File: src/sv/nodata_aware_two_by_two_downsample_unit_assert.svh
// Assertion macros shared by the downsample unit modules.
`ifndef NODATA_AWARE_TWO_BY_TWO_DOWNSAMPLE_UNIT_ASSERT_SVH
`define NODATA_AWARE_TWO_BY_TWO_DOWNSAMPLE_UNIT_ASSERT_SVH

// Same-cycle implication.
`define NDDS_ASSERT_NOW(label, clk, rst, ante, cons) \
   label: assert property (@(posedge clk) disable iff (rst) (ante) |-> (cons)) \
      else $error("ndds assertion failed");

// Next-cycle implication.
`define NDDS_ASSERT_NEXT(label, clk, rst, ante, cons) \
   label: assert property (@(posedge clk) disable iff (rst) (ante) |=> (cons)) \
      else $error("ndds assertion failed");

`endif

File: src/sv/ndds_pkg.sv
// Package: constants, codes and stage types of the downsample unit.
`timescale 1ns / 1ps
package ndds_pkg;

   localparam int MAX_WIDTH  = 4096;
   localparam int MAX_HEIGHT = 4096;
   localparam int IDX_W      = $clog2(MAX_WIDTH);
   localparam int POS_W      = 12;
   localparam int DIM_W      = 13;
   localparam int DATA_W     = 32;
   localparam int CSR_IDX_W  = 2;
   localparam int CSR_DATA_W = 32;

   typedef logic signed [DATA_W-1:0] sample_type;

   typedef enum logic [CSR_IDX_W-1:0] {
      CSR_SOURCE_WIDTH,
      CSR_SOURCE_HEIGHT,
      CSR_MISSING_VALUE,
      CSR_MISSING_CHECK_ON
   } csr_index_type;

   // How the output pixel is formed from what the request sees.
   typedef enum logic [1:0] {
      KIND_BLOCK,     // full 2x2 block
      KIND_ROW_PAIR,  // odd last row: left + current
      KIND_COL_PAIR,  // odd last column: above + current
      KIND_COPY       // odd corner
   } kind_type;

   typedef struct packed {
      logic       check_on;
      sample_type value;
   } missing_cfg_type;

   typedef struct packed {
      kind_type   kind;
      logic       emit;
      logic       done;
      logic       odd_row;
      sample_type sample;
      sample_type left;
   } stage1_type;

   typedef struct packed {
      kind_type   kind;
      logic       done;
      logic       top_none;
      logic       bot_none;
      sample_type top;
      sample_type bot;
      sample_type corner;
      sample_type sample;
   } stage2_type;

endpackage

File: src/sv/ndds_channels_if.sv


interface ndds_rsp_if;
   import ndds_pkg::*;
   logic       valid;
   logic       ready;
   sample_type reduced_pixel;
   logic       level_done;
   modport source (output valid, output reduced_pixel, output level_done, input ready);
   modport sink (input valid, input reduced_pixel, input level_done, output ready);
endinterface

File: src/sv/ndds_reduce.sv
// Reduction datapath: pair averages, block average and output register.
`timescale 1ns / 1ps
`include "nodata_aware_two_by_two_downsample_unit_assert.svh"
module ndds_reduce (
   input  logic                      clock,
   input  logic                      reset,
   input  logic                      s1_valid,
   input  ndds_pkg::stage1_type      s1,
   input  ndds_pkg::sample_type      rd_data,
   input  ndds_pkg::missing_cfg_type missing_cfg,
   output logic                      s1_free,
   ndds_rsp_if.source                rsp_chan
);
   import ndds_pkg::*;

   // (a + b) / 2 over a 33-bit sum, truncated toward zero
   function automatic sample_type avg2(input sample_type a, input sample_type b);
      logic [DATA_W:0] sum;
      logic [DATA_W:0] adj;
      sum = {a[DATA_W-1], a} + {b[DATA_W-1], b};
      adj = sum + {{DATA_W{1'b0}}, sum[DATA_W]};
      return adj[DATA_W:1];
   endfunction

   sample_type ul_ff;
   logic       s2_valid_ff, s2_valid_in;
   stage2_type s2_ff, s2_in;
   logic       out_valid_ff, out_valid_in;
   sample_type out_pixel_ff, out_pixel_in;
   logic       out_done_ff;

   sample_type a0, a1;
   logic       a0_miss, a1_miss, b0_miss, b1_miss;
   logic       s1_adv, s2_free, out_en;

   always_comb begin
      out_en  = !out_valid_ff || rsp_chan.ready;
      s2_free = !s2_valid_ff || out_en;
      // items with no pixel leave stage 1 without taking a slot downstream
      s1_adv  = s1_valid && (!s1.emit || s2_free);
      s1_free = !s1_valid || s1_adv;

      if (s1.kind == KIND_COL_PAIR) begin
         a0 = rd_data;
         a1 = s1.sample;
      end else begin
         a0 = ul_ff;
         a1 = rd_data;
      end

      a0_miss = missing_cfg.check_on && (a0 == missing_cfg.value);
      a1_miss = missing_cfg.check_on && (a1 == missing_cfg.value);
      b0_miss = missing_cfg.check_on && (s1.left == missing_cfg.value);
      b1_miss = missing_cfg.check_on && (s1.sample == missing_cfg.value);

      s2_in.kind     = s1.kind;
      s2_in.done     = s1.done;
      s2_in.top_none = a0_miss && a1_miss;
      s2_in.bot_none = b0_miss && b1_miss;
      s2_in.corner   = ul_ff;
      s2_in.sample   = s1.sample;
      if (!a0_miss && !a1_miss) begin
         s2_in.top = avg2(a0, a1);
      end else begin
         s2_in.top = a0_miss ? a1 : a0;
      end
      if (!b0_miss && !b1_miss) begin
         s2_in.bot = avg2(s1.left, s1.sample);
      end else begin
         s2_in.bot = b0_miss ? s1.sample : s1.left;
      end

      s2_valid_in = (s1_adv && s1.emit) || (s2_valid_ff && !out_en);

      unique case (s2_ff.kind)
         KIND_BLOCK: begin
            priority if (!s2_ff.top_none && !s2_ff.bot_none) begin
               out_pixel_in = avg2(s2_ff.top, s2_ff.bot);
            end else if (s2_ff.top_none && s2_ff.bot_none) begin
               out_pixel_in = s2_ff.corner;
            end else begin
               out_pixel_in = s2_ff.top_none ? s2_ff.bot : s2_ff.top;
            end
         end
         KIND_ROW_PAIR: out_pixel_in = s2_ff.bot;
         KIND_COL_PAIR: out_pixel_in = s2_ff.top;
         KIND_COPY:     out_pixel_in = s2_ff.sample;
      endcase

      out_valid_in = out_en ? s2_valid_ff : out_valid_ff;
   end

   always_ff @(posedge clock) begin
      if (reset) begin
         ul_ff        <= '0;
         s2_valid_ff  <= 1'b0;
         out_valid_ff <= 1'b0;
      end else begin
         s2_valid_ff  <= s2_valid_in;
         out_valid_ff <= out_valid_in;
         if (s1_adv && s1.odd_row) begin
            ul_ff <= rd_data;
         end
      end
   end

   always_ff @(posedge clock) begin
      if (s1_adv && s1.emit) begin
         s2_ff <= s2_in;
      end
      if (out_en && s2_valid_ff) begin
         out_pixel_ff <= out_pixel_in;
         out_done_ff  <= s2_ff.done;
      end
   end

   assign rsp_chan.valid         = out_valid_ff;
   assign rsp_chan.reduced_pixel = out_pixel_ff;
   assign rsp_chan.level_done    = out_done_ff;

   `NDDS_ASSERT_NEXT(a_s2_hold, clock, reset, s2_valid_ff && !out_en, s2_valid_ff && $stable(s2_ff))
   `NDDS_ASSERT_NOW(a_s1_no_overrun, clock, reset, s1_valid && s1.emit && !s2_free, !s1_free)

endmodule

File: src/flat_wrapper.sv
// flat-port wrapper written by rule: the top's interface ports become plain ports
module ndds_reduce_flat import ndds_pkg::*;
  (clock, reset, s1_valid, s1, rd_data, missing_cfg, s1_free, rsp_chan_valid, rsp_chan_reduced_pixel, rsp_chan_level_done, rsp_chan_ready);
  ndds_rsp_if rsp_chan_i ();
  input  logic clock;
  input  logic reset;
  input  logic s1_valid;
  input  ndds_pkg::stage1_type s1;
  input  ndds_pkg::sample_type rd_data;
  input  ndds_pkg::missing_cfg_type missing_cfg;
  output logic s1_free;
  output wire logic [$bits(rsp_chan_i.valid)-1:0] rsp_chan_valid;
  output wire logic [$bits(rsp_chan_i.reduced_pixel)-1:0] rsp_chan_reduced_pixel;
  output wire logic [$bits(rsp_chan_i.level_done)-1:0] rsp_chan_level_done;
  input wire logic [$bits(rsp_chan_i.ready)-1:0] rsp_chan_ready;
  assign rsp_chan_valid = rsp_chan_i.valid;
  assign rsp_chan_reduced_pixel = rsp_chan_i.reduced_pixel;
  assign rsp_chan_level_done = rsp_chan_i.level_done;
  assign rsp_chan_i.ready = rsp_chan_ready;
  ndds_reduce u_core (.clock(clock), .reset(reset), .s1_valid(s1_valid), .s1(s1), .rd_data(rd_data), .missing_cfg(missing_cfg), .s1_free(s1_free), .rsp_chan(rsp_chan_i));
endmodule
File: config.mk
export PLATFORM = sky130hd
export DESIGN_NAME = ndds_reduce_flat
export DESIGN_NICKNAME = d
export VERILOG_FILES = /design/src/sv/ndds_pkg.sv /design/src/sv/ndds_channels_if.sv /design/src/sv/ndds_reduce.sv /design/src/flat_wrapper.sv
export VERILOG_INCLUDE_DIRS = /design/src /design/src/sv
export SDC_FILE = /design/constraint.sdc
export NUM_CORES = 1
export LEC_CHECK = 0
export BUFFER_PORTS_ARGS = -buffer_cell sky130_fd_sc_hd__clkbuf_2
export CAP_MARGIN = 20
export CORE_MARGIN = 2
export CORE_UTILIZATION = 55
export CTS_CLUSTER_SIZE = 16
export DETAILED_ROUTE_END_ITERATION = 10
export PLACE_DENSITY = 0.71
export SETUP_SLACK_MARGIN = 0.05
export SYNTH_ARGS = -nofsm -noshare
export SYNTH_HDL_FRONTEND = slang
export SYNTH_SLANG_ARGS = --single-unit
File: constraint.sdc
create_clock -name clock -period 9.1 [get_ports clock]
set_clock_uncertainty 0.15 [all_clocks]
set_input_delay 1.82 -clock clock [delete_from_list [all_inputs] [get_ports clock]]
set_output_delay 1.82 -clock clock [all_outputs]
set_load 0.05 [all_outputs]
# Word level (Yosys, flattened, before mapping)
# Cells that the tools add are included.
# W data, S select, Z words.
dict set report word_totals {
  reg_bits 200
  input_bits 138
  out_inout_bits 35
}
dict set report classes {
  n_eq_ne 8
  mux 10
  n_addsub 6
  n_reduce_logical 32
}
# cell count
set ops {}
lappend ops {{$mux W32} 9}
lappend ops {{$eq A32 B32 Y1} 4}
lappend ops {{$pmux W32 S4} 1}
lappend ops {{$add A32 B32 Y33} 3}
lappend ops {{$add A33 B1 Y33} 3}
lappend ops {{$logic_and A1 B1 Y1} 15}
lappend ops {{$logic_not A1 Y1} 11}
lappend ops {{$eq A2 B2 Y1 const B} 3}
lappend ops {{$logic_or A1 B1 Y1} 5}
lappend ops {{$eq A2 B1 Y1 const B} 1}
lappend ops {{$logic_not A2 Y1} 1}

# Logic depth before layout (Yosys ltp)
dict set report logic_depth {
  word_depth 7
  depth_mapped 26
  depth_no_buf 21
}

# Worst setup path after synthesis
# No wires, ideal clock.
dict set report synth_path {
  path_type {input -> register}
  startpoint {input port rsp_chan_ready}
  endpoint {register u_core.s2_ff[0] in the netlist's numbering, enable pin}
  t_arrival_ns 7.599
  path_stages 3
  t_required_ns 8.319
  path_buffers 0
  path_slack_ns 0.720
  cell_sequence {nor2b_1 > and2_1 > nor2_1}
}
dict set report synth_via {
  elab_chain_cells 5
}
# element line
set synth_lines {}
lappend synth_lines {{start: declaration} flat_wrapper.sv:15} ;# input wire logic [$bits(rsp_chan_i.ready)-1:0] rsp_chan_ready;
lappend synth_lines {{$logic_or A1 B1 Y1} ndds_reduce.sv:37} ;# out_en = !out_valid_ff || rsp_chan.ready;
lappend synth_lines {{$logic_or A1 B1 Y1} ndds_reduce.sv:38} ;# s2_free = !s2_valid_ff || out_en;
lappend synth_lines {{$logic_or A1 B1 Y1} ndds_reduce.sv:40} ;# s1_adv = s1_valid && (!s1.emit || s2_free);
lappend synth_lines {{$logic_and A1 B1 Y1} ndds_reduce.sv:40}
lappend synth_lines {{$logic_and A1 B1 Y1} ndds_reduce.sv:108} ;# if (s1_adv && s1.emit) begin
lappend synth_lines {{end signal: assignment} ndds_reduce.sv:109} ;# s2_ff <= s2_in;
lappend synth_lines {{end: declaration} ndds_reduce.sv:27} ;# stage2_type s2_ff, s2_in;
# Every way passes these cells.
# A chain may end at the register's enable or synchronous reset.

==> qor.csv <==
metric,value,unit
first-pass GRT wire length,114600,um
DRT Pass-1 Iters,8,
most frequent cells after synthesis,"294 x nand2_1, 172 x a21oi_1, 166 x edfxtp_1",
f_max,132.7,MHz
P per Cell Area,156.1,nW/um2
vias per cell,6.813,
Syn Std Cell Area,19850,um2
"count leader, synth",nand2_1,
Post-synth EDFFs,166,
Post-Syn Nets,2524,
Max Cap Viol,0,
core area,35570,um2
initial antenna violation count,6,
ranking of synthesized cells by area,"edfxtp_1 25%, xnor2_1 6.6%, ha_1 6.2%",
top cell family by delay on the critical path,compound AO/OA/AOI/OAI gates,
Critical Path Sink Type,flop,
worst hold-check path type,reg -> reg,
VDD IR max,0.0001770,V
Clock Latency Late Sink,0.45,ns
Critical Path RT,9.15,ns
CP Data Arrival Time,7.59,ns
reg2reg setup slack,3.07,ns
die span in y,194.0,um
total wire length,79240,um
Pleak,0.008558,uW
Ports,173,
outcome,finished clean,
Syn. warnings,0,
Synth-to-Final Area Change,9.582,%
kind of critical path,in -> reg,
Hold Path Depth,0,
num rows,69,
Max Slew Vio Count,0,
GRT overflow,0,
dpl cells,2843,
Mapped Cells,2285,
layout cells sized above 1,14.32,%
Post-synth top flop,edfxtp_1,
Worst-path clk slew,0.09,ns
Multi-input gate area,13490,um2
post-DP HPWL,64020,um
Worst R2R Start,u_core.s2_ff[104],
routability cong.,1.111,
Port Buf Inserts,172,
Fin. Hold Viols,0,
cells on worst reg2reg path,18,
remaining antenna violation count,0,
pin count of the biggest net entering global routing,83,
Fillers,3128,
sequential area share after synthesis,28.54,%
Num Clock Sinks,200,
post-CTS setup buffer count,0,
Crit Path Max Fanout,7,
post_cts resized,0,
count of non-filler cells in the finished layout,2882,
most area-hungry cell type in the Yosys netlist,edfxtp_1,
FF/Latch Area,5665,um2
NumNets Final,2643,
"Core Util, Final",61.15,%
RSZ-0062 raised after global routing,no,
max_slew headroom,28.13,%
Clock Path Buffers,2,
all-layer global routing usage,40.81,%
CP most frequent cell,buf_4,
cts hold-fix bufs,0,
"Cell Chain, Critical Path",clkbuf_2 > ha_1 > a21oi_1 > o21a_1 > o21ai_0 > a31oi_1 > a21oi_1 > o21ai_0 > buf_4 > nand2_1 > nor2_1 > ha_1 > and2_1 > nand4_1 > nor4_1 > nor4bb_1 > buf_4 > nand4_1 > xnor2_1 > mux2i_1 > mux2i_1 > buf_4,
drc violations,0,
Worst-Margin Slew,1.068,ns
"Async S/R FF share, synth",0,%
CP peak stage delay,0.62,ns
fin crit share,82.81,%
post-route setup slack,1.565,ns
slowest CP cell,a31oi_1,
drt wl/cell,27.49,um
r2r endpoint,u_core.rsp_chan.reduced_pixel[19],
Worst Hold Path EP,u_core.rsp_chan.level_done,
TritonCTS Buffers,17,
Syn Area/Cell,8.686,um2
DRT iter0 DRCs,2615,
count of different cell masters after synthesis,100,
CTS H-tree lvls,4,
Synth Register Bits,200,
total die area,37620,um2
TNS Setup,0,ns
Chip Width,194.0,um
CTS tree,yes,
worst slack at placement,1.363,ns
clock root buffer,clkbuf_16,
Initial Utilization,55.80,%
total number of vias,19640,
vias in the first global route,18100,
share of the synthesized area in the top cell type,25.12,%
Setup Viol. Count Final,0,
Worst Hold Launch,u_core.s2_ff[130],
crit start category,input port,
post-layout minimum cycle time,7.535,ns
Bufs and invs on worst path,4,
[metrics by stage]
stage	cell area, um2	hold WS [ns]	total power (uW)
floorplan	19850	0.2503	2132
global placement	21090	0.2521	2564
detailed placement	21090	0.2813	2586
CTS	21670	0.3016	3332
global route	21750	0.3042	3519
finish	21750	0.3027	3395
[placed cells by master (no fill, tap or decap), types with 11 or more instances in the layout]
cell type,netlist,layout
mux2_2,26,26
a21oi_1,172,172
nand4_1,45,45
mux4_2,30,30
clkbuf_2,0,172
a21o_1,43,43
nand2b_1,17,17
nor2b_1,15,13
or3_1,15,15
a211oi_1,16,16
and4_1,11,11
o211ai_1,16,16
buf_4,3,21
nand2_1,294,294
o21a_1,19,19
inv_1,85,85
clkbuf_16,0,17
xnor2_1,149,149
edfxtp_1,166,166
a31oi_1,19,19
and3_1,17,17
nor3_1,51,50
a221oi_1,11,11
ha_1,98,98
or2_2,12,12
nand3_1,51,51
a211o_1,11,11
nor4_1,46,46
dfxtp_1,34,34
o21ai_0,120,120
and2_1,29,29
mux2i_1,113,113
nor2_1,140,139
or4_1,15,15
o31ai_1,11,11
xor2_1,118,118
[cells by family after synthesis]
family,Yosys count,synth area share (%)
xor+xnor,267,11.78
buf+inv,182,3.682
simple gates,800,20.04
mux,170,10.63
compound gates,565,18.84
flops,200,28.54
fa+ha+maj,101,6.481
[state kept, by name, indices dropped and copies added (netlist names)]
signal,count
u_core.rsp_chan.level_done,1
u_core.rsp_chan.reduced_pixel,32
u_core.rsp_chan.valid,1
u_core.s2_ff,133
u_core.s2_valid_ff,1
u_core.ul_ff,32
[per-layer routing]
metal,GRT usage (%),vias to the layer above,share of wire (%)
li1,-,8774,-
met1,56.12,9285,40
met2,59.52,1340,42
met3,10.63,234,12
met4,20.03,2,5.6
met5,0,-,0.018
[worst register-to-register path, stage by stage, from the launching register on]
cell and delay (ns):
edfxtp_1 0.45, ha_1 0.49, and2_1 0.28, o211ai_1 0.15
o21ai_1 0.39, nand2_1 0.15, or4_4 0.47, nand2_1 0.10
mux2i_1 0.56, and2_1 0.23, ha_1 0.21, nand2_1 0.13
nor3_1 0.26, nand2_1 0.20, nor3_2 0.24, nand4b_1 0.16
xnor2_1 0.16, mux4_2 0.47, mux4_2 0.51
[power breakdown]
group | internal, uW | switching (uW) | leakage (uW)
Sequential | 1070 | 51.3 | 0.00185
Combinational | 552 | 963 | 0.00643
Clock | 370 | 386 | 0.000283
Total | 1990 | 1400 | 0.00856
[area by class of cell]
cell class / count / share of cell area (%)
Antenna cell: 4 / 0.04602
Clock buffer: 18 / 1.973
Clock inverter: 14 / 0.7133
Inverter: 85 / 1.467
Multi-Input combinational cell: 1903 / 62.00
Sequential cell: 200 / 26.05
Tap cell: 461 / 2.652
Timing Repair Buffer: 197 / 5.097
[how the worst max path moves through the flow]
stage                   start                end  slack (ns)  cells past startpoint
2_1_floorplan  rsp_chan_ready    u_core.s2_ff[0]        0.72                      3
3_3_place_gp           s1[67]  u_core.s2_ff[119]        1.52                     23
3_5_place_dp           s1[67]  u_core.s2_ff[119]        1.36                     23
4_1_cts                s1[67]  u_core.s2_ff[119]        1.83                     23
5_1_grt                s1[68]  u_core.s2_ff[119]        1.29                     23
6_report               s1[49]   u_core.s2_ff[89]        1.56                     22
Power figures use the tool's default switching activity.
