--- src/sv/nodata_aware_two_by_two_downsample_unit_assert.svh ---
// Assertion macros shared by the downsample unit modules.
`ifndef NODATA_AWARE_TWO_BY_TWO_DOWNSAMPLE_UNIT_ASSERT_SVH
`define NODATA_AWARE_TWO_BY_TWO_DOWNSAMPLE_UNIT_ASSERT_SVH

// Same-cycle implication.
`define NDDS_ASSERT_NOW(label, clk, rst, ante, cons) \
   label: assert property (@(posedge clk) disable iff (rst) (ante) |-> (cons)) \
      else $error("ndds assertion failed");

// Next-cycle implication.
`define NDDS_ASSERT_NEXT(label, clk, rst, ante, cons) \
   label: assert property (@(posedge clk) disable iff (rst) (ante) |=> (cons)) \
      else $error("ndds assertion failed");

`endif

--- src/sv/ndds_pkg.sv ---
// Package: constants, codes and stage types of the downsample unit.
`timescale 1ns / 1ps
package ndds_pkg;

   localparam int MAX_WIDTH  = 4096;
   localparam int MAX_HEIGHT = 4096;
   localparam int IDX_W      = $clog2(MAX_WIDTH);
   localparam int POS_W      = 12;
   localparam int DIM_W      = 13;
   localparam int DATA_W     = 32;
   localparam int CSR_IDX_W  = 2;
   localparam int CSR_DATA_W = 32;

   typedef logic signed [DATA_W-1:0] sample_type;

   typedef enum logic [CSR_IDX_W-1:0] {
      CSR_SOURCE_WIDTH,
      CSR_SOURCE_HEIGHT,
      CSR_MISSING_VALUE,
      CSR_MISSING_CHECK_ON
   } csr_index_type;

   // How the output pixel is formed from what the request sees.
   typedef enum logic [1:0] {
      KIND_BLOCK,     // full 2x2 block
      KIND_ROW_PAIR,  // odd last row: left + current
      KIND_COL_PAIR,  // odd last column: above + current
      KIND_COPY       // odd corner
   } kind_type;

   typedef struct packed {
      logic       check_on;
      sample_type value;
   } missing_cfg_type;

   typedef struct packed {
      kind_type   kind;
      logic       emit;
      logic       done;
      logic       odd_row;
      sample_type sample;
      sample_type left;
   } stage1_type;

   typedef struct packed {
      kind_type   kind;
      logic       done;
      logic       top_none;
      logic       bot_none;
      sample_type top;
      sample_type bot;
      sample_type corner;
      sample_type sample;
   } stage2_type;

endpackage

--- src/sv/ndds_channels_if.sv ---
// Request and response channel interfaces of the downsample unit.
`timescale 1ns / 1ps
interface ndds_req_if;
   import ndds_pkg::*;
   logic       valid;
   logic       ready;
   sample_type sample;
   modport source (output valid, output sample, input ready);
   modport sink (input valid, input sample, output ready);
endinterface


--- src/sv/ndds_ctrl.sv ---
// Control: CSRs, raster position, line store access and first stage register.
`timescale 1ns / 1ps
`include "nodata_aware_two_by_two_downsample_unit_assert.svh"
module ndds_ctrl (
   input  logic                            clock,
   input  logic                            reset,
   input  logic                            csr_we,
   input  logic [ndds_pkg::CSR_IDX_W-1:0]  csr_index,
   input  logic [ndds_pkg::CSR_DATA_W-1:0] csr_wdata,
   ndds_req_if.sink                        req_chan,
   input  logic                            s1_free,
   output logic                            s1_valid,
   output ndds_pkg::stage1_type            s1,
   output ndds_pkg::missing_cfg_type       missing_cfg,
   output logic                            mem_we,
   output logic                            mem_re,
   output logic [ndds_pkg::IDX_W-1:0]      mem_addr,
   output ndds_pkg::sample_type            mem_wdata
);
   import ndds_pkg::*;

   logic [DIM_W-1:0] width_ff, height_ff;
   sample_type       miss_value_ff;
   logic             check_on_ff;

   logic [POS_W-1:0] col_ff, row_ff;
   logic [POS_W-1:0] col_in, row_in;
   sample_type       left_ff;
   logic             s1_valid_ff, s1_valid_in;
   stage1_type       s1_ff, s1_in;

   logic [DIM_W-1:0] w_eff, h_eff, col_next, row_next;
   logic             last_col, last_row, odd_col, odd_row, accept;

   // CSR writes
   always_ff @(posedge clock) begin
      if (reset) begin
         width_ff      <= DIM_W'(1);
         height_ff     <= DIM_W'(1);
         miss_value_ff <= '0;
         check_on_ff   <= 1'b0;
      end else if (csr_we) begin
         unique case (csr_index_type'(csr_index))
            CSR_SOURCE_WIDTH:     width_ff      <= csr_wdata[DIM_W-1:0];
            CSR_SOURCE_HEIGHT:    height_ff     <= csr_wdata[DIM_W-1:0];
            CSR_MISSING_VALUE:    miss_value_ff <= csr_wdata[DATA_W-1:0];
            CSR_MISSING_CHECK_ON: check_on_ff   <= csr_wdata[0];
         endcase
      end
   end

   assign missing_cfg.check_on = check_on_ff;
   assign missing_cfg.value    = miss_value_ff;

   always_comb begin
      // zero counts as 1, oversize as the maximum
      w_eff = width_ff;
      if (width_ff == '0) begin
         w_eff = DIM_W'(1);
      end else if (width_ff > DIM_W'(MAX_WIDTH)) begin
         w_eff = DIM_W'(MAX_WIDTH);
      end
      h_eff = height_ff;
      if (height_ff == '0) begin
         h_eff = DIM_W'(1);
      end else if (height_ff > DIM_W'(MAX_HEIGHT)) begin
         h_eff = DIM_W'(MAX_HEIGHT);
      end

      col_next = {1'b0, col_ff} + DIM_W'(1);
      row_next = {1'b0, row_ff} + DIM_W'(1);
      last_col = col_next >= w_eff;
      last_row = row_next >= h_eff;
      odd_col  = col_ff[0];
      odd_row  = row_ff[0];

      accept         = req_chan.valid && s1_free;
      req_chan.ready = s1_free;

      s1_in.sample  = req_chan.sample;
      s1_in.left    = left_ff;
      s1_in.odd_row = odd_row;
      s1_in.done    = last_col && last_row;
      if (!odd_row) begin
         s1_in.emit = last_row && (odd_col || last_col);
         s1_in.kind = odd_col ? KIND_ROW_PAIR : KIND_COPY;
      end else begin
         s1_in.emit = odd_col || last_col;
         s1_in.kind = odd_col ? KIND_BLOCK : KIND_COL_PAIR;
      end

      col_in = col_ff;
      row_in = row_ff;
      if (accept) begin
         if (last_col) begin
            col_in = '0;
            row_in = last_row ? '0 : row_next[POS_W-1:0];
         end else begin
            col_in = col_next[POS_W-1:0];
         end
      end

      s1_valid_in = accept || (s1_valid_ff && !s1_free);

      mem_we    = accept && !odd_row;
      mem_re    = accept && odd_row;
      mem_addr  = col_ff[IDX_W-1:0];
      mem_wdata = req_chan.sample;
   end

   always_ff @(posedge clock) begin
      if (reset) begin
         col_ff      <= '0;
         row_ff      <= '0;
         left_ff     <= '0;
         s1_valid_ff <= 1'b0;
      end else begin
         col_ff      <= col_in;
         row_ff      <= row_in;
         s1_valid_ff <= s1_valid_in;
         if (accept) begin
            left_ff <= req_chan.sample;
         end
      end
   end

   always_ff @(posedge clock) begin
      if (accept) begin
         s1_ff <= s1_in;
      end
   end

   assign s1_valid = s1_valid_ff;
   assign s1       = s1_ff;

   `NDDS_ASSERT_NEXT(a_col_wrap, clock, reset, accept && last_col, col_ff == '0)
   `NDDS_ASSERT_NEXT(a_row_wrap, clock, reset, accept && last_col && last_row, row_ff == '0)

endmodule

--- src/flat_wrapper.sv ---
// flat-port wrapper written by rule: the top's interface ports become plain ports
module ndds_ctrl_flat import ndds_pkg::*;
  (clock, reset, csr_we, csr_index, csr_wdata, s1_free, s1_valid, s1, missing_cfg, mem_we, mem_re, mem_addr, mem_wdata, req_chan_valid, req_chan_sample, req_chan_ready);
  ndds_req_if req_chan_i ();
  input  logic clock;
  input  logic reset;
  input  logic csr_we;
  input  logic [ndds_pkg::CSR_IDX_W-1:0] csr_index;
  input  logic [ndds_pkg::CSR_DATA_W-1:0] csr_wdata;
  input  logic s1_free;
  output logic s1_valid;
  output ndds_pkg::stage1_type s1;
  output ndds_pkg::missing_cfg_type missing_cfg;
  output logic mem_we;
  output logic mem_re;
  output logic [ndds_pkg::IDX_W-1:0] mem_addr;
  output ndds_pkg::sample_type mem_wdata;
  input wire logic [$bits(req_chan_i.valid)-1:0] req_chan_valid;
  input wire logic [$bits(req_chan_i.sample)-1:0] req_chan_sample;
  output wire logic [$bits(req_chan_i.ready)-1:0] req_chan_ready;
  assign req_chan_i.valid = req_chan_valid;
  assign req_chan_i.sample = req_chan_sample;
  assign req_chan_ready = req_chan_i.ready;
  ndds_ctrl u_core (.clock(clock), .reset(reset), .csr_we(csr_we), .csr_index(csr_index), .csr_wdata(csr_wdata), .req_chan(req_chan_i), .s1_free(s1_free), .s1_valid(s1_valid), .s1(s1), .missing_cfg(missing_cfg), .mem_we(mem_we), .mem_re(mem_re), .mem_addr(mem_addr), .mem_wdata(mem_wdata));
endmodule
--- config.mk ---
export PLATFORM = sky130hd
export DESIGN_NAME = ndds_ctrl_flat
export DESIGN_NICKNAME = d
export VERILOG_FILES = /design/src/sv/ndds_pkg.sv /design/src/sv/ndds_channels_if.sv /design/src/sv/ndds_ctrl.sv /design/src/flat_wrapper.sv
export VERILOG_INCLUDE_DIRS = /design/src /design/src/sv
export SDC_FILE = /design/constraint.sdc
export NUM_CORES = 1
export LEC_CHECK = 0
export BUFFER_PORTS_ARGS = -buffer_cell sky130_fd_sc_hd__buf_2
export CORE_UTILIZATION = 56
export DETAILED_ROUTE_END_ITERATION = 10
export PLACE_DENSITY = 0.86
export SETUP_SLACK_MARGIN = 0.1
export SYNTH_ARGS = -nofsm -noshare
export SYNTH_HDL_FRONTEND = slang
export SYNTH_SLANG_ARGS = --single-unit
--- constraint.sdc ---
create_clock -name clock -period 6.94 [get_ports clock]
set_input_delay 2.082 -clock clock [delete_from_list [all_inputs] [get_ports clock]]
set_output_delay 2.082 -clock clock [all_outputs]
set_load 0.005 [all_outputs]
# Yosys cells after proc, flatten, opt, wreduce, memory -nomap -nowiden
# Index checks and enable logic that the tools add are counted.
# word_totals
register_bits	185
elab_cells	50
# classes
n_addsub	2
magnitude_cmp	4
n_eq_ne	3
n_mux	9
n_reduce_logical	18
# op_table
cell	n
$mux W13	4
$add A12 B1 Y13 const B	2
$ge A13 B13 Y1	2
$gt A13 B13 Y1 const B	2
$logic_not A13 Y1	2
$mux W12	2
$reduce_and A2 Y1	5
$logic_and A1 B1 Y1	6
$eq A2 B2 Y1 const B	2
$mux W2	2
$mux W3	1
$eq A2 B1 Y1 const B	1
$logic_not A1 Y1	2
$logic_not A2 Y1	1
$logic_or A1 B1 Y1	2

# Logic depth before layout (Yosys ltp)
# depth
depth_word	7
ltp_mapped	14
depth_no_buf	13

# Least setup slack after synthesis
# No wires, ideal clock.
# synth_timing
path_kind	in2reg
start	input s1_free
end	register u_core.s1_ff (netlist bit u_core.s1[0]) (enable)
setup_time_ns	0.460
arrival_time_ns	4.440
required_time_ns	6.480
setup_slack_ns	2.039
path_stages	3
n_path_buf	1
cell_sequence	nand2_1 -> clkinv_1 -> clkbuf_1
# synth_between
elab_chain_cells	1
# synth_lines
item	line	text
start: declaration	flat_wrapper.sv:10	input logic s1_free;
$logic_and A1 B1 Y1	ndds_ctrl.sv:77	accept = req_chan.valid && s1_free;
net u_core.accept	ndds_ctrl.sv:33	logic last_col, last_row, odd_col, odd_row, accept;
end signal: assignment	ndds_ctrl.sv:129	s1_ff <= s1_in;
end: declaration	ndds_ctrl.sv:30	stage1_type s1_ff, s1_in;
# The timed path passes the listed nets, and every way through them passes these cells.
# A chain may end at the register's enable or synchronous reset.

# Worst setup path after layout
# layout_timing
start	input s1_free
end	output mem_we
# layout_between
elab_chain_cells	2
# layout_lines
item	line	text
$logic_and A1 B1 Y1	ndds_ctrl.sv:77	
$logic_and A1 B1 Y1	ndds_ctrl.sv:105	mem_we = accept && !odd_row;
end: declaration	flat_wrapper.sv:14	output logic mem_we;
# No other way between the ends.

==> results.txt <==
----------------------------------------------------
[CTS]
  Maximum buffer depth of the clock tree ... 2
  Number of buffers inserted by post-CTS setup repair ... 0
  Number of resized instances in the post-cts repair step ... 0
  Number of CTS-inserted buffers ... 17
  Clock tree from TritonCTS ... yes
  Clock latency on the worst-skew pair ... 420 ps
  CTS H-Tree Depth ... 4
  Count of hold buffers inserted by post-cts repair ... 0
  Number of sinks handled by clock tree synthesis ... 185
  Root buffer cell ... sky130_fd_sc_hd__clkbuf_16
  Clock transition time at the flip-flop clock pins of the worst setup and hold paths ... 70 ps

[GRT]
  Overflow left after global routing ... 0
  Global-route usage over all layers ... 23.2%
  Initial antenna violation count ... 0
  Vias in the first global route ... 5489
  Pin count of the biggest net entering global routing ... 90
  Global-route wire length before repair ... 25900 µm

[Routing]
  Via density ... 5.31
  Final routed DRC violation total ... 0
  Number of optimization iterations in the first detailed-route pass ... 5
  Total number of vias ... about 6000
  Number of DRC markers in iteration 0 ... 419
  Routed WL per cell ... 14.1 µm
  Post-detailed-routing wire length ... 16100 µm
  Remaining number of nets flagged by the antenna check after routing ... 0

[Setup path]
  Category of the most critical setup path ... in2out
  Cell depth of the worst flop-to-flop path ... 13
  Setup slack of the most critical reg-to-reg path ... roughly 3300 ps
  Worst reg2reg path endpoint ... u_core.row_ff[0]$_SDFFE_PP0P_
  Launching element type of the critical path ... primary input
  Critical path's top delay family ... buffers and inverters
  Longest individual stage delay on the worst path ... about 130 ps
  Buf+Inv Stages, Crit Path ... 2
  Most repeated library cell on the critical path ... sky130_fd_sc_hd__buf_2
  Slowest library cell on the worst path ... sky130_fd_sc_hd__buf_2
  Category of the worst setup path capture point ... output pin
  Origin of the critical flop-to-flop path ... u_core.row_ff[0]$_SDFFE_PP0P_
  Worst-path maximum fanout ... 3
  Endpoint arrival time on the critical path ... 2450 ps
  Data required time of the worst path ... about 5000 ps
  Cells traversed along the worst timing path ... buf_2 -> nand2_2 -> nor2_1 -> buf_2

[Yosys]
  Synthesized area divided by synthesized cell count ... just under 10 µm²
  Synthesized netlist cell count ... a little under 800
  Post-Syn Area ... approximately 7600 µm²
  Most frequently used flop master after synthesis ... sky130_fd_sc_hd__dfxtp_1
  Flops & latches, synth ... 185
  Warning count from the yosys run ... 0
  Number of flops mapped to enable cells by yosys ... between 60 and 70
  Seq/Total Area, Yosys ... 57.7%
  Async set or reset register ratio after synthesis ... 0%
  Count of distinct cell types in the synthesized netlist ... 51
  Net Count, Synth ... between 800 and 900

[Layout]
  Antenna diode count ... 0
  Fraction of final layout cells with drive strength greater than 1 ... around 28%
  Syn-to-layout area delta ... 21.2%
  Post-Route Utilization ... 69.7%
  Final net count ... 1048
  Fill count ... between 1000 and 1500
  Final instance area ... 9220 µm²

[Timing]
  Total negative slack ... 0 ps
  Final setup viols ... 0
  Achievable Freq ... 220 MHz
  Final number of max-transition violations ... 0
  Worst-margin pin slew ... 1190 ps
  Clock Skew ... approximately 8.4 ps
  Worst Slack Setup Final ... 2400 ps
  Unrepaired setup endpoints after global routing ... false
  Final cycle utilization of the critical path ... approximately two thirds
  Post-layout min period ... between 4000 and 5000 ps
  Number of hold violations in the final report ... 0
  Worst slew margin ... approximately a fifth

[Floorplan]
  Die Footprint ... 14100 µm²
  Effective utilization at floorplan ... 57.5%
  Die Y ... ~120 µm
  Number of top-level pins ... 221
  Site Rows ... between 40 and 50
  Overall die width ... 119 µm
  Core Box Area ... 13200 µm²

[Status]
  Status ... complete, no violations

[Placed design]
  Post-detail-place hpwl ... 11000 µm
  Post-placement worst setup slack ... 2240 ps
  Final weighted congestion in routability-driven placement ... 0.828
  Number of buffer cells added on primary ports ... 220
  Placed standard-cell area ... roughly 8600 µm²

[Job]
  Maxcap violations ... 0

[Hold path]
  Hold Path Class ... reg2reg
  Worst Hold Depth ... 0
  Hold Path Origin ... u_core.left_ff[26]$_SDFFE_PP0P_
  Destination of the worst hold path ... u_core.s1[26]$_DFFE_PP_

[Pwr]
  Total power divided by cell area ... 265 nW/µm²
  Maximum vdd drop ... approximately 0.16 mV
  Leak Pwr ... 3.97 nW

----------------------------------------------------
-- layout make-up --
cell class	count	area (µm²)	share of cell area, %
Sequential cell	185	4390	47.6
Multi-Input combinational cell	511	2780	30.1
Timing Repair Buffer	224	1130	12.3
Clock buffer	19	443	4.80
Tap cell	176	220	2.39
Clock inverter	13	218	2.36
Inverter	10	38.8	0.421
-- report_power, final --
group | switching [mW] | internal [mW] | leakage (nW)
combinational | 0.117 | 0.0765 | 2.06
clock | 0.408 | 0.654 | 0.313
sequential | 0.0179 | 1.17 | 1.60
-- sequential cells by signal, indices dropped and copies added (netlist names), named ones only --
register	flops
u_core.mem_addr	12
u_core.row_ff	12
u_core.check_on_ff	1
u_core.left_ff	32
u_core.miss_value_ff	32
u_core.s1	69
u_core.width_ff	13
u_core.height_ff	13
-- metrics by stage --
step	hold slack, ps	power [mW]	instances
2_1_floorplan	408	1.33	778
3_3_place_gp	410	1.40	1106
3_5_place_dp	415	1.41	1106
4_1_cts	430	2.46	1138
5_1_grt	435	2.53	1138
6_report	428	2.45	1138
-- cell usage after synthesis (2+ instances only) --
cell	n	area share, %
sky130_fd_sc_hd__a21o_1	2	0.20
sky130_fd_sc_hd__a21oi_1	98	6.4
sky130_fd_sc_hd__a21oi_2	2	0.23
sky130_fd_sc_hd__a22o_1	11	1.3
sky130_fd_sc_hd__a22oi_1	6	0.59
sky130_fd_sc_hd__a31oi_1	8	0.66
sky130_fd_sc_hd__and3_1	12	0.99
sky130_fd_sc_hd__and3_2	2	0.20
sky130_fd_sc_hd__buf_1	2	0.099
sky130_fd_sc_hd__buf_4	34	3.4
sky130_fd_sc_hd__clkbuf_1	33	1.6
sky130_fd_sc_hd__dfxtp_1	116	31
sky130_fd_sc_hd__edfxtp_1	69	27
sky130_fd_sc_hd__ha_1	28	4.6
sky130_fd_sc_hd__inv_1	9	0.44
sky130_fd_sc_hd__mux2i_1	2	0.26
sky130_fd_sc_hd__nand2_1	222	11
sky130_fd_sc_hd__nand2b_1	2	0.16
sky130_fd_sc_hd__nand3_1	20	1.3
sky130_fd_sc_hd__nand3b_1	2	0.20
sky130_fd_sc_hd__nand4_1	3	0.25
sky130_fd_sc_hd__nor2_1	26	1.3
sky130_fd_sc_hd__nor2b_1	3	0.25
sky130_fd_sc_hd__nor3_1	6	0.39
sky130_fd_sc_hd__nor3b_1	2	0.20
sky130_fd_sc_hd__nor4_1	4	0.33
sky130_fd_sc_hd__o21a_1	2	0.20
sky130_fd_sc_hd__o21ai_0	2	0.13
sky130_fd_sc_hd__o22ai_1	8	0.66
sky130_fd_sc_hd__or2_2	3	0.25
sky130_fd_sc_hd__xnor2_1	11	1.3
sky130_fd_sc_hd__xor2_1	9	1.0
-- cells by family after synthesis --
group                      synth area share (%)
and+or+nand+nor                            17.4
xor gates and xnor gates                   2.30
buffers and inverters                      5.85
muxes                                     0.411
adders and majority gates                  4.60
DFF                                        57.7
AOI/OAI and AO/OA                          11.7
-- per-layer routing --
layer | vias up | track usage [%] | wire [µm]
li1 | 2977 | - | -
met5 | - | 0 | 0
met2 | 233 | 40.5 | 8120
met1 | 2806 | 28.2 | 6710
met3 | 25 | 5.74 | 1050
met4 | 0 | 6.72 | 187
-- worst max-delay path by stage --
stage,end,cells past startpoint,start
5_1_grt,mem_we,4,s1_free
4_1_cts,mem_we,4,s1_free
2_1_floorplan,u_core.s1[0]$_DFFE_PP_,3,s1_free
3_5_place_dp,u_core.row_ff[0]$_SDFFE_PP0P_,7,s1_free
6_report,mem_we,4,s1_free
3_3_place_gp,u_core.row_ff[0]$_SDFFE_PP0P_,7,s1_free
-- cell usage in the layout, fill, tap and decap left out, drive strengths merged, types with 11 or more instances in the layout --
cell      n
a21oi   100
a22o     11
and3     14
buf     224
clkbuf   19
dfxtp   116
edfxtp   69
ha       28
inv      11
nand2   223
nand3    20
nor2     28
xnor2    11
Power figures use the tool's default switching activity.
